File: src/hdl/cdu_pkg.sv
// Shared types and constants for the catalog record decimal unpacker.
package cdu_pkg;

    // Field widths
    localparam int unsigned WORD_W    = 32;
    localparam int unsigned POS_W     = 5;
    localparam int unsigned A_W       = 33;
    localparam int unsigned B_W       = 15;
    localparam int unsigned C_W       = 10;
    localparam int unsigned D_W       = 7;
    localparam int unsigned E_W       = 4;
    localparam int unsigned F_W       = 4;
    localparam int unsigned FLD_W     = 10;
    localparam int unsigned OBS_N     = 5;
    localparam int unsigned OBS_IDX_W = 3;
    localparam int unsigned TDATA_W   = 80;

    // Word positions inside one 20-word record
    localparam logic [POS_W-1:0] POS_RA        = 5'd0;
    localparam logic [POS_W-1:0] POS_SPD       = 5'd1;
    localparam logic [POS_W-1:0] POS_MOTION    = 5'd2;
    localparam logic [POS_W-1:0] POS_PHOT      = 5'd3;
    localparam logic [POS_W-1:0] POS_SIGMA     = 5'd4;
    localparam logic [POS_W-1:0] POS_OBS_FIRST = 5'd5;
    localparam logic [POS_W-1:0] POS_RES_FIRST = 5'd10;
    localparam logic [POS_W-1:0] POS_SCN_FIRST = 5'd15;
    localparam logic [POS_W-1:0] POS_LAST      = 5'd19;

    // Range limits and offsets
    localparam logic [WORD_W-1:0] RA_MAX     = 32'd129600000;
    localparam logic [WORD_W-1:0] SPD_MAX    = 32'd64800000;
    localparam logic [WORD_W-1:0] SCAN_MAX   = 32'd9999999;
    localparam logic [FLD_W-1:0]  FIELD_MAX  = 10'd937;
    localparam logic signed [A_W-1:0] DEC_OFFSET  = 33'sd32400000;
    localparam logic signed [A_W-1:0] PM_OFFSET_A = 33'sd5000;
    localparam logic signed [B_W-1:0] PM_OFFSET_B = 15'sd5000;

    // Reciprocals for floor(w / (2^k * odd)): (w >> k) * MAG >> S is exact
    // for every dividend width used here (S = dividend bits + ceil(log2 odd)).
    localparam int unsigned S_Q4 = 38;  // 10^4 = 16  * 625
    localparam int unsigned S_Q3 = 36;  // 10^3 = 8   * 125
    localparam int unsigned S_Q6 = 40;  // 10^6 = 64  * 15625
    localparam int unsigned S_Q7 = 42;  // 10^7 = 128 * 78125
    localparam int unsigned S_Q8 = 43;  // 10^8 = 256 * 390625
    localparam int unsigned S_Q9 = 44;  // 10^9 = 512 * 1953125
    localparam logic [63:0] MAG_Q4 = ((64'd1 << S_Q4) + 64'd624) / 64'd625;
    localparam logic [63:0] MAG_Q3 = ((64'd1 << S_Q3) + 64'd124) / 64'd125;
    localparam logic [63:0] MAG_Q6 = ((64'd1 << S_Q6) + 64'd15624) / 64'd15625;
    localparam logic [63:0] MAG_Q7 = ((64'd1 << S_Q7) + 64'd78124) / 64'd78125;
    localparam logic [63:0] MAG_Q8 = ((64'd1 << S_Q8) + 64'd390624) / 64'd390625;
    localparam logic [63:0] MAG_Q9 = ((64'd1 << S_Q9) + 64'd1953124) / 64'd1953125;

    // Word plus its decimal quotients
    typedef struct packed {
        logic [WORD_W-1:0] word;
        logic [POS_W-1:0]  pos;
        logic [18:0]       q4;   // word / 10^4
        logic [22:0]       q3;   // word / 10^3
        logic [12:0]       q6;   // word / 10^6
        logic [8:0]        q7;   // word / 10^7
        logic [5:0]        q8;   // word / 10^8
        logic [2:0]        q9;   // word / 10^9
    } cdu_quot_t;

    // One unpacked result word
    typedef struct packed {
        logic [POS_W-1:0]     pos;
        logic signed [A_W-1:0] a;
        logic signed [B_W-1:0] b;
        logic [C_W-1:0]       c;
        logic [D_W-1:0]       d;
        logic [E_W-1:0]       e;
        logic [F_W-1:0]       f;
        logic                 err;
        logic                 last;
    } cdu_result_t;

endpackage

File: src/hdl/cdu_divide.sv
// Quotient stage: divides the record word by powers of ten with reciprocal multiplies.
module cdu_divide
(
    input  logic                          clk,
    input  logic                          en,
    input  logic [cdu_pkg::WORD_W-1:0]    word,
    input  logic [cdu_pkg::POS_W-1:0]     pos,
    output cdu_pkg::cdu_quot_t            quot_reg
);

    cdu_pkg::cdu_quot_t quot_next;
    logic [56:0] p4;
    logic [58:0] p3;
    logic [52:0] p6;
    logic [50:0] p7;
    logic [48:0] p8;
    logic [46:0] p9;

    // Shift out the power-of-two factor, then multiply by the odd reciprocal
    assign p4 = 57'(word[31:4]) * 57'(cdu_pkg::MAG_Q4[28:0]);
    assign p3 = 59'(word[31:3]) * 59'(cdu_pkg::MAG_Q3[29:0]);
    assign p6 = 53'(word[31:6]) * 53'(cdu_pkg::MAG_Q6[26:0]);
    assign p7 = 51'(word[31:7]) * 51'(cdu_pkg::MAG_Q7[25:0]);
    assign p8 = 49'(word[31:8]) * 49'(cdu_pkg::MAG_Q8[24:0]);
    assign p9 = 47'(word[31:9]) * 47'(cdu_pkg::MAG_Q9[23:0]);

    always_comb
    begin
        quot_next.word = word;
        quot_next.pos  = pos;
        quot_next.q4   = p4[56:38];
        quot_next.q3   = p3[58:36];
        quot_next.q6   = p6[52:40];
        quot_next.q7   = p7[50:42];
        quot_next.q8   = p8[48:43];
        quot_next.q9   = p9[46:44];
    end

    // Advance with the pipeline
    always_ff @(posedge clk)
    begin
        if (en)
        begin
            quot_reg <= quot_next;
        end
    end

endmodule

File: src/hdl/cdu_fields.sv
// Field stage: digit groups, offsets, range checks, record state and result register.
module cdu_fields
(
    input  logic                 clk,
    input  logic                 rst_n,
    input  logic                 en,
    input  logic                 take,
    input  cdu_pkg::cdu_quot_t   quot,
    output cdu_pkg::cdu_result_t res_reg
);

    cdu_pkg::cdu_result_t res_next;
    logic [3:0]  det_reg;
    logic [3:0]  det_next;
    logic [cdu_pkg::FLD_W-1:0] fld_mem [cdu_pkg::OBS_N];
    logic [cdu_pkg::OBS_IDX_W-1:0] obs_idx;
    logic [cdu_pkg::FLD_W-1:0] fld_rd;
    logic        fld_we;

    logic [13:0] rem_w4;   // word mod 10^4
    logic [13:0] rem_q4;   // (word / 10^4) mod 10^4
    logic [9:0]  rem_w3;   // word mod 10^3
    logic [9:0]  rem_q3;   // (word / 10^3) mod 10^3
    logic [9:0]  rem_q6k;  // (word / 10^6) mod 10^3
    logic [9:0]  rem_q4k;  // (word / 10^4) mod 10^3
    logic [3:0]  dig6;     // digit 10^6
    logic [3:0]  dig7;     // digit 10^7
    logic [3:0]  dig8;     // digit 10^8

    // Remainders from neighboring quotients, kept to their low bits
    assign rem_w4  = quot.word[13:0] - 14'(quot.q4[13:0] * 14'd10000);
    assign rem_q4  = quot.q4[13:0] - 14'({8'd0, quot.q8} * 14'd10000);
    assign rem_w3  = quot.word[9:0] - 10'(quot.q3[9:0] * 10'd1000);
    assign rem_q3  = quot.q3[9:0] - 10'(quot.q6[9:0] * 10'd1000);
    assign rem_q6k = quot.q6[9:0] - 10'({7'd0, quot.q9} * 10'd1000);
    assign rem_q4k = quot.q4[9:0] - 10'({1'b0, quot.q7} * 10'd1000);
    assign dig6    = quot.q6[3:0] - 4'(quot.q7[3:0] * 4'd10);
    assign dig7    = quot.q7[3:0] - 4'(quot.q8[3:0] * 4'd10);
    assign dig8    = quot.q8[3:0] - 4'({1'b0, quot.q9} * 4'd10);

    // Observation slot for field-number and residual words
    always_comb
    begin
        if (quot.pos >= cdu_pkg::POS_RES_FIRST)
        begin
            obs_idx = 3'(quot.pos - cdu_pkg::POS_RES_FIRST);
        end
        else
        begin
            obs_idx = 3'(quot.pos - cdu_pkg::POS_OBS_FIRST);
        end
    end

    assign fld_rd = fld_mem[obs_idx];

    // Decode by word position
    always_comb
    begin
        res_next      = '0;
        res_next.pos  = quot.pos;
        res_next.last = (quot.pos == cdu_pkg::POS_LAST);
        det_next      = det_reg;
        fld_we        = 1'b0;
        priority if (quot.pos == cdu_pkg::POS_RA)
        begin
            res_next.a   = $signed({1'b0, quot.word});
            res_next.err = (quot.word > cdu_pkg::RA_MAX);
        end
        else if (quot.pos == cdu_pkg::POS_SPD)
        begin
            res_next.a   = $signed({1'b0, quot.word}) - cdu_pkg::DEC_OFFSET;
            res_next.err = (quot.word > cdu_pkg::SPD_MAX);
        end
        else if (quot.pos == cdu_pkg::POS_MOTION)
        begin
            res_next.a   = $signed({19'd0, rem_w4}) - cdu_pkg::PM_OFFSET_A;
            res_next.b   = $signed({1'b0, rem_q4}) - cdu_pkg::PM_OFFSET_B;
            res_next.c   = {6'd0, dig8};
            res_next.d   = {4'd0, quot.q9};
            res_next.err = (quot.q9 > 3'd1);
        end
        else if (quot.pos == cdu_pkg::POS_PHOT)
        begin
            res_next.a   = $signed({23'd0, rem_w3});
            res_next.b   = $signed({5'd0, rem_q3});
            res_next.c   = {6'd0, dig6};
            res_next.d   = {3'd0, dig7};
            res_next.e   = dig8;
            res_next.f   = {1'b0, quot.q9};
            res_next.err = (quot.q9 > 3'd1);
            det_next     = dig8;
        end
        else if (quot.pos == cdu_pkg::POS_SIGMA)
        begin
            res_next.a   = $signed({23'd0, rem_w3});
            res_next.b   = $signed({5'd0, rem_q3});
            res_next.c   = rem_q6k;
            res_next.d   = {6'd0, (quot.q9 == 3'd1)};
            res_next.err = (det_reg != 4'd0) && (quot.q9 > 3'd1);
        end
        else if (quot.pos < cdu_pkg::POS_RES_FIRST)
        begin
            res_next.a   = $signed({19'd0, rem_w4});
            res_next.b   = $signed({5'd0, rem_q4k});
            res_next.c   = {6'd0, dig7};
            res_next.d   = {1'b0, quot.q8};
            res_next.err = (det_reg >= 4'd2) && (rem_q4k > cdu_pkg::FIELD_MAX);
            fld_we       = 1'b1;
        end
        else if (quot.pos < cdu_pkg::POS_SCN_FIRST)
        begin
            res_next.c = {6'd0, dig8};
            // Zero residuals of an empty observation
            if (!((det_reg >= 4'd2) && (fld_rd == '0)))
            begin
                res_next.a = $signed({19'd0, rem_w4}) - cdu_pkg::PM_OFFSET_A;
                res_next.b = $signed({1'b0, rem_q4}) - cdu_pkg::PM_OFFSET_B;
            end
        end
        else
        begin
            res_next.a   = $signed({1'b0, quot.word});
            res_next.err = (quot.word > cdu_pkg::SCAN_MAX);
        end
    end

    // Hold detection count across the record
    always_ff @(posedge clk or negedge rst_n)
    begin
        if (!rst_n)
        begin
            det_reg <= '0;
        end
        else if (take)
        begin
            det_reg <= det_next;
        end
    end

    // Store field numbers for the residual words
    always_ff @(posedge clk)
    begin
        if (take && fld_we)
        begin
            fld_mem[obs_idx] <= rem_q4k;
        end
    end

    // Result register
    always_ff @(posedge clk)
    begin
        if (en)
        begin
            res_reg <= res_next;
        end
    end

    // Detection count only ever holds a decimal digit
    a_det_digit: assert property (@(posedge clk) disable iff (!rst_n)
        det_reg <= 4'd9)
        else $error("detection count out of digit range");

    // A photometry word that moves on loads its detection digit
    a_det_load: assert property (@(posedge clk) disable iff (!rst_n)
        (take && quot.pos == cdu_pkg::POS_PHOT) |=> (det_reg == $past(dig8)))
        else $error("detection count not loaded");

    // Detection count moves only on a photometry word
    a_det_hold: assert property (@(posedge clk) disable iff (!rst_n)
        !(take && quot.pos == cdu_pkg::POS_PHOT) |=> $stable(det_reg))
        else $error("detection count changed off its word");

endmodule

File: src/hdl/catalog_record_decimal_unpacker_unit.sv
// Top level of the catalog record decimal unpacker: handshake, word counter, pipeline.
//
//  channel | dir | payload
//  --------+-----+-----------------------------------------------------------
//  s_*     | in  | tdata[31:0] record_word
//  m_*     | out | tdata: word_position, value_a..value_f; tuser: range_error;
//          |     | tlast: record_last
//
//  One word per cycle unless the output stalls; each word passes the input register,
//  the quotient register from the reciprocal multipliers and the result register.
//  Reset clears the word counter, detection count and all stage valids;
//  the first word after reset is word 0 of a record.
//  A stalled output holds every stage; s_tready follows the output slot.
module catalog_record_decimal_unpacker_unit
(
    input  logic        clk,
    input  logic        rst_n,
    input  logic        s_tvalid,
    output logic        s_tready,
    input  logic [31:0] s_tdata,   // [31:0] record_word
    output logic        m_tvalid,
    input  logic        m_tready,
    // [4:0] word_position, [37:5] value_a, [52:38] value_b, [62:53] value_c,
    // [69:63] value_d, [73:70] value_e, [77:74] value_f, [79:78] zero
    output logic [cdu_pkg::TDATA_W-1:0] m_tdata,
    output logic        m_tuser,   // [0] range_error
    output logic        m_tlast
);

    logic                          en;
    logic                          s_accept;
    logic [cdu_pkg::POS_W-1:0]     cnt_reg;
    logic [cdu_pkg::POS_W-1:0]     cnt_next;
    logic                          in_vld_reg;
    logic                          quot_vld_reg;
    logic                          out_vld_reg;
    logic [cdu_pkg::WORD_W-1:0]    word_reg;
    logic [cdu_pkg::POS_W-1:0]     pos_reg;
    cdu_pkg::cdu_quot_t            quot_reg;
    cdu_pkg::cdu_result_t          res_reg;

    // Advance the whole pipeline unless the output slot is full and stalled
    assign en       = !out_vld_reg || m_tready;
    assign s_tready = en;
    assign s_accept = s_tvalid && en;
    assign cnt_next = (cnt_reg == cdu_pkg::POS_LAST) ? '0 : cnt_reg + 5'd1;

    // Word counter
    always_ff @(posedge clk or negedge rst_n)
    begin
        if (!rst_n)
        begin
            cnt_reg <= '0;
        end
        else if (s_accept)
        begin
            cnt_reg <= cnt_next;
        end
    end

    // Stage valids
    always_ff @(posedge clk or negedge rst_n)
    begin
        if (!rst_n)
        begin
            in_vld_reg   <= 1'b0;
            quot_vld_reg <= 1'b0;
            out_vld_reg  <= 1'b0;
        end
        else if (en)
        begin
            in_vld_reg   <= s_tvalid;
            quot_vld_reg <= in_vld_reg;
            out_vld_reg  <= quot_vld_reg;
        end
    end

    // Input register
    always_ff @(posedge clk)
    begin
        if (en)
        begin
            word_reg <= s_tdata;
            pos_reg  <= cnt_reg;
        end
    end

    cdu_divide u_divide
    (
        .clk      (clk),
        .en       (en),
        .word     (word_reg),
        .pos      (pos_reg),
        .quot_reg (quot_reg)
    );

    cdu_fields u_fields
    (
        .clk     (clk),
        .rst_n   (rst_n),
        .en      (en),
        .take    (en && quot_vld_reg),
        .quot    (quot_reg),
        .res_reg (res_reg)
    );

    // Pack the output word
    assign m_tvalid = out_vld_reg;
    assign m_tdata  = {2'b00, res_reg.f, res_reg.e, res_reg.d, res_reg.c,
                       res_reg.b, res_reg.a, res_reg.pos};
    assign m_tuser  = res_reg.err;
    assign m_tlast  = res_reg.last;

    // Counter stays inside one record
    a_cnt_range: assert property (@(posedge clk) disable iff (!rst_n)
        cnt_reg <= cdu_pkg::POS_LAST)
        else $error("word counter beyond record length");

    // Last word of a record wraps the counter
    a_cnt_wrap: assert property (@(posedge clk) disable iff (!rst_n)
        (s_accept && cnt_reg == cdu_pkg::POS_LAST) |=> (cnt_reg == '0))
        else $error("word counter did not wrap");

    // Record end flag matches the position it carries
    a_last_pos: assert property (@(posedge clk) disable iff (!rst_n)
        m_tvalid |-> (m_tlast == (res_reg.pos == cdu_pkg::POS_LAST)))
        else $error("record_last disagrees with word_position");

    // A held result keeps the input side stalled
    a_stall: assert property (@(posedge clk) disable iff (!rst_n)
        (m_tvalid && !m_tready) |-> !s_tready)
        else $error("input taken while output stalled");

endmodule

File: config.mk
export PLATFORM = sky130hd
export DESIGN_NAME = catalog_record_decimal_unpacker_unit
export DESIGN_NICKNAME = d
export VERILOG_FILES = /design/src/hdl/cdu_pkg.sv /design/src/hdl/cdu_divide.sv /design/src/hdl/cdu_fields.sv /design/src/hdl/catalog_record_decimal_unpacker_unit.sv
export SDC_FILE = /design/constraint.sdc
export NUM_CORES = 2
export LEC_CHECK = 0
export BUFFER_PORTS_ARGS = -buffer_cell sky130_fd_sc_hd__clkbuf_2
export CORE_AREA = 10 10 392 299
export DETAILED_ROUTE_END_ITERATION = 6
export DIE_AREA = 0 0 402 309
export PLACE_DENSITY = 0.86
export SYNTH_ARGS = -nofsm -noshare
export SYNTH_HDL_FRONTEND = slang
export SYNTH_SLANG_ARGS = --single-unit
File: constraint.sdc
create_clock -name clk -period 11.35 [get_ports clk]
set_input_delay 1.7025 -clock clk [delete_from_list [all_inputs] [get_ports clk]]
set_output_delay 1.7025 -clock clk [all_outputs]
set_load 0.02 [all_outputs]
After elaboration in Yosys (flattened, before gate mapping)
Memories as Yosys holds them, arrays and structs flattened.
Index checks and enable logic that the tools add are counted.
- bits in writable memories: 50
- latch bits: 0
- bits in read-only memories: 0
- register bits: 218
- input bits: 36
- memories: 1
- memory list (memory ; words ; bits a word ; rd ports ; clocked after Yosys merged registers in ; wr ports ; line ; source):
    u_fields.fld_mem ; 5 ; 10 ; 1 ; 0 ; 1 ; cdu_fields.sv:15 ; logic [cdu_pkg::FLD_W-1:0] fld_mem [cdu_pkg::OBS_N];
- reduce and logical (&&, ||, !) cells: 18
- bitwise logic cells: 5
- $mul: 15
- muxes and demuxes: 27
- eq/ne operators: 7
- add/subtract/negate cells: 15
- $lt $le $gt $ge: 9
- shifts and indexed selects: 0
- div/mod/pow operators: 0
- operators by type and width (kind ; count):
    $mux 65 ; 3
    $mux 33 ; 2
    $mux 58 ; 1
    $mul 26x27->50 const B ; 1
    $mul 28x27->50 const B ; 1
    $mul 24x25->49 const B ; 1
    $mul 25x24->49 const B ; 1
    $mux 48 ; 1
    $mul 29x29->45 const B ; 1
    $mul 23x19->42 const B ; 1
    $sub 10x10->10 ; 4
    $sub 32x25->33 const B ; 1
    $gt 32x24->1 const B ; 1
    $gt 32x26->1 const B ; 1
    $gt 32x27->1 const B ; 1
    $mux 32 ; 1
    $sub 14x13->15 const B ; 2
    $sub 14x14->14 ; 2
    $mux 25 ; 1
    $mul 10x7->7 const B ; 2
    $mux 1 ; 15
    $mul 14x10->10 const B ; 1
    $sub 4x4->4 ; 3
    $eq 5x2->1 const B ; 2
    other kinds (33) ; 46

Depth between registers and ports, before layout
An unclocked memory read counts as a cell.
- depth in word-level cells: 13
- depth in mapped cells: 26

Hierarchy
Synthesis repeated with hierarchy kept, for this count alone.
- cell total of the unflattened synthesis: 6903
- area total of the unflattened synthesis: 73257.8 µm²
- by module, submodules not included (module ; times used ; sequential area each (µm²) ; cells each ; area each (µm²)):
    cdu_divide ; 1 ; 3303.2 ; 5701 ; 60739.5
    cdu_fields ; 1 ; 3943.8 ; 1128 ; 10998.0
    catalog_record_decimal_unpacker_unit ; 1 ; 1311.3 ; 74 ; 1520.2

Worst setup path before layout
No wires, ideal clock.
- path kind: input to register
- start: input m_tready
- end: memory u_fields.fld_mem[0][0] (netlist bit), enable pin
- library setup time: 0.391 ns
- stages on the path: 4
- slack: 1.537 ns
- path buffers: 1
- arrival: 9.422 ns
- path through: nand2b_1 > clkbuf_1 > nand4_1 > nor3_1
- word-level cells in the longest chain between the ends: 5
- RTL lines (element ; line ; source):
    start, declared ; catalog_record_decimal_unpacker_unit.sv:22 ; input logic m_tready,
    $logic_or 1x1->1 ; catalog_record_decimal_unpacker_unit.sv:43 ; assign en = !out_vld_reg || m_tready;
    named net s_tready ; catalog_record_decimal_unpacker_unit.sv:19 ; output logic s_tready,
    $logic_and 1x1->1 ; catalog_record_decimal_unpacker_unit.sv:102 ; .take (en && quot_vld_reg),
    $logic_and 1x1->1 ; cdu_fields.sv:143 ; if (take && fld_we)
    $mux 1 ; cdu_fields.sv:143 ;
    $mux 1 (implied by the code) ; cdu_fields.sv:145 ; fld_mem[obs_idx] <= rem_q4k;
    end, declared ; cdu_fields.sv:15 ;
The timed path passes the listed nets, and every way through them passes these cells.

Worst setup path in the final report
- start: register word_reg[9] (netlist bit)
- end: register u_divide.quot_reg[40] (netlist name)
- word-level cells in the longest chain between the ends: 1
- RTL lines (element ; line ; source):
    start, declared ; catalog_record_decimal_unpacker_unit.sv:37 ; logic [cdu_pkg::WORD_W-1:0] word_reg;
    start signal, assigned ; catalog_record_decimal_unpacker_unit.sv:83 ; word_reg <= s_tdata;
    $mul 29x29->45 ; cdu_divide.sv:21 ; assign p3 = 59'(word[31:3]) * 59'(cdu_pkg::MAG_Q3[29:0]);
    named net u_divide.p3[45] ; cdu_divide.sv:13 ; logic [58:0] p3;
The timed path passes the listed nets, and every way through them passes these cells.
A chain may end at the register's enable or synchronous reset.

==> qor.csv <==
stage,metric,value,unit
timing,Slew Limit Fails,4,
layout,share of layout cells above drive strength 1,0.0479,
timing,worst hold margin,0.420,ns
route,Initial DRC Count,7238,
yosys,Post-Synth XOR/XNOR Area,0.0233,
route,drt pass-1 iters,7,
yosys,sequential area share after synthesis,0.111,
layout,area grow syn2layout,5.93,%
placement,placed instance count,8330,
flow_run,max cap viols,1,
worst_setup_path,FF-to-FF path depth,25,
timing,Setup-failing EPs final,0,
yosys,mux cell area share after synthesis,0.00223,
die,die area,124000,um^2
timing,unrepaired setup endpoints after global routing,no,
yosys,mapped cell area,70600,um^2
placement,Area after DPL,73900,um^2
worst_setup_path,crit path max fanout,23,
status,failing checks,"capacitance limit, slew limit",
die,row cnt,105,
worst_setup_path,RR Startpoint,word_reg[9]$_DFFE_PN_,
yosys,Synth Register Bits,264,
clock_tree,htree depth,1,
layout,"commonest non-fill, non-tap cell in the layout",inv_1,
yosys,main combinational cell family by area after synthesis,adder cells,
clock_tree,hold buffers post-CTS,0,
timing,final worst-path cycle share,0.817,
yosys,"EDFF count, synth",252,
worst_setup_path,CP Class,reg2reg,
clock_tree,worst skew pair latency,0.66,ns
worst_setup_path,crit path launch,word_reg[9]$_DFFE_PN_,
yosys,ys flop type,edfxtp_1,
die,IO Count,120,
die,Initial Util,0.647,
layout,"commonest non-fill, non-tap cells in the layout","2123 x inv_1, 1446 x fa_1, 1299 x ha_1",
min_path,Hold Crit Depth,0,
clock_tree,CTS sink count,264,
status,status,"complete, but fails checks",
layout,number of flip-flops in the largest register,87,
die,Die W,402,um
global_routing,initial antenna violation count,11,
worst_setup_path,R2R setup slack,2.07,ns
die,die height,309,um
worst_setup_path,Critical Path Source Type,flop,
global_routing,vias in the first global route,56120,
yosys,post-synthesis adder-cell area fraction,0.641,
placement,port bufs,115,
placement,Placer Congestion,1.10,
global_routing,GRT Total Usage,0.452,
yosys,yosys warns,0,
yosys,Post-Synthesis Cells,6674,
clock_tree,CTS root buffer,clkbuf_16,
worst_setup_path,crit path capture type,flop,
clock_tree,Clock Tree Buf Depth,3,
global_routing,GR Overflow Total,0,
clock_tree,CTS tree,yes,
route,final WL,278000,um
timing,actual slew at the worst max-slew pin,1.51,ns
clock_tree,PostCTS Resize Cnt,0,
route,DR WL/cell,33.2,um
route,post-route ant nets,0,
clock_tree,CTS buffer count,27,
global_routing,first-pass GRT wire length,397000,um
timing,Worst Clk Skew,0.0487,ns
timing,f_max,108,MHz
timing,Final Hold Fails,0,
yosys,Synth cell types,89,
yosys,Synth Area in Compound Gates,0.0657,
clock_tree,clk slew on worst S/H paths,0.09,ns
timing,total negative setup slack,0,ns
layout,fin cells,8383,
yosys,ys async rst share,0.0455,
route,DR DRC count,0,
route,vias per cell,6.32,
global_routing,largest net degree at the start of global routing,74,
route,via count,52989,
min_path,Min-Delay Path Class,reg2reg,
yosys,simple-gate share of the synthesized area,0.0413,
timing,Relative slew margins,-0.0133,
worst_setup_path,data required time of the worst path,11.73,ns
clock_tree,setup bufs post-CTS,0,
layout,Final #Nets,9696,
min_path,Hold Path Origin,pos_reg[3]$_DFFE_PN_,
yosys,syn avg cell area,10.6,um^2
worst_setup_path,critical path arrival,9.65,ns
placement,Post-DP HPWL,237000,um
layout,post-route cell area,74700,um^2
timing,Tmin final,9.28,ns
die,CORE AREA,109000,um^2
## Yosys cell counts, types with 20 or more instances
| library cell | n | area, um^2 |
|---|---|---|
| inv_1 | 2123 | 7970 |
| fa_1 | 1446 | 28900 |
| ha_1 | 1299 | 16300 |
| edfxtp_1 | 252 | 7570 |
| a21oi_1 | 193 | 966 |
| nor2_1 | 157 | 589 |
| nand2_1 | 135 | 507 |
| o21ai_0 | 134 | 671 |
| xnor2_1 | 131 | 1150 |
| a21o_1 | 119 | 893 |
| nand3_1 | 59 | 295 |
| xor2_1 | 57 | 499 |
| nor3_1 | 48 | 240 |
| nand4_1 | 33 | 206 |
| a211oi_1 | 31 | 233 |
| nor2b_1 | 31 | 194 |
| clkbuf_1 | 30 | 113 |
| a31oi_1 | 26 | 163 |
| o21a_1 | 26 | 195 |
| and3_1 | 23 | 144 |
| nor4_1 | 23 | 144 |
| nand2b_1 | 20 | 125 |
## through the flow
stage / utilization / setup WS [ns]
3_5_place_dp: 0.677 / 2.54
6_report: 0.686 / 2.07
5_1_grt: 0.685 / 2.07
2_1_floorplan: - / 1.54
4_1_cts: 0.685 / 2.48
3_3_place_gp: 0.677 / 2.68
## critical path, cell delays in order, from the launching register on
cell and delay (ns):
edfxtp_1 0.48, buf_4 0.55, ha_1 0.98, inv_1 0.54
fa_1 0.52, inv_1 0.10, fa_1 0.40, inv_1 0.09
fa_1 0.45, inv_1 0.09, fa_1 0.43, ha_1 0.34
fa_1 0.55, inv_1 0.06, fa_1 0.51, inv_1 0.05
ha_1 0.33, a21oi_1 0.17, o21ai_0 0.22, a211oi_1 0.42
o32ai_1 0.37, o31ai_1 0.47, nor4bb_1 0.37, nor3_1 0.17
a21oi_1 0.21, xnor2_1 0.09
## logic make-up (layout without fill, tap and decap cells)
group / Yosys count / in the layout
other cells: 1 / 7
simple gates: 594 / 594
mux: 15 / 15
xor+xnor: 188 / 188
buf+inv: 2162 / 2421
flops: 264 / 264
fa+ha+maj: 2745 / 2745
compound gates: 705 / 705
## final timing paths
kind	to
min in group asynchronous	u_fields.det_reg[2]$_DFFE_PN0P_
worst min register to register	u_divide.quot_reg[76]$_DFFE_PN_
max in group asynchronous	u_fields.det_reg[3]$_DFFE_PN0P_
worst max register to register	u_divide.quot_reg[40]$_DFFE_PN_
worst min-delay path	u_divide.quot_reg[76]$_DFFE_PN_
worst max-delay path	u_divide.quot_reg[40]$_DFFE_PN_
## final cells by class
cell class	instances	area, um^2
Clock buffer	30	708
Antenna cell	3	7.51
Tap cell	1444	1810
Timing Repair Buffer	248	1610
Fill cell	8122	34300
Clock inverter	20	180
Inverter	2123	7970
Multi-Input combinational cell	4251	54600
Sequential cell	264	7870
## routing by layer
| layer | share of wire | up-vias | GRT usage |
|---|---|---|---|
| met2 | 0.39 | 4172 | 0.622 |
| met1 | 0.37 | 26531 | 0.598 |
| met5 | 0.00095 | - | 0.00545 |
| li1 | - | 21330 | - |
| met4 | 0.061 | 14 | 0.203 |
| met3 | 0.17 | 942 | 0.220 |
Power is not shown: default switching activity piles up to over one toggle a cycle in this logic, so the estimate is an artifact.
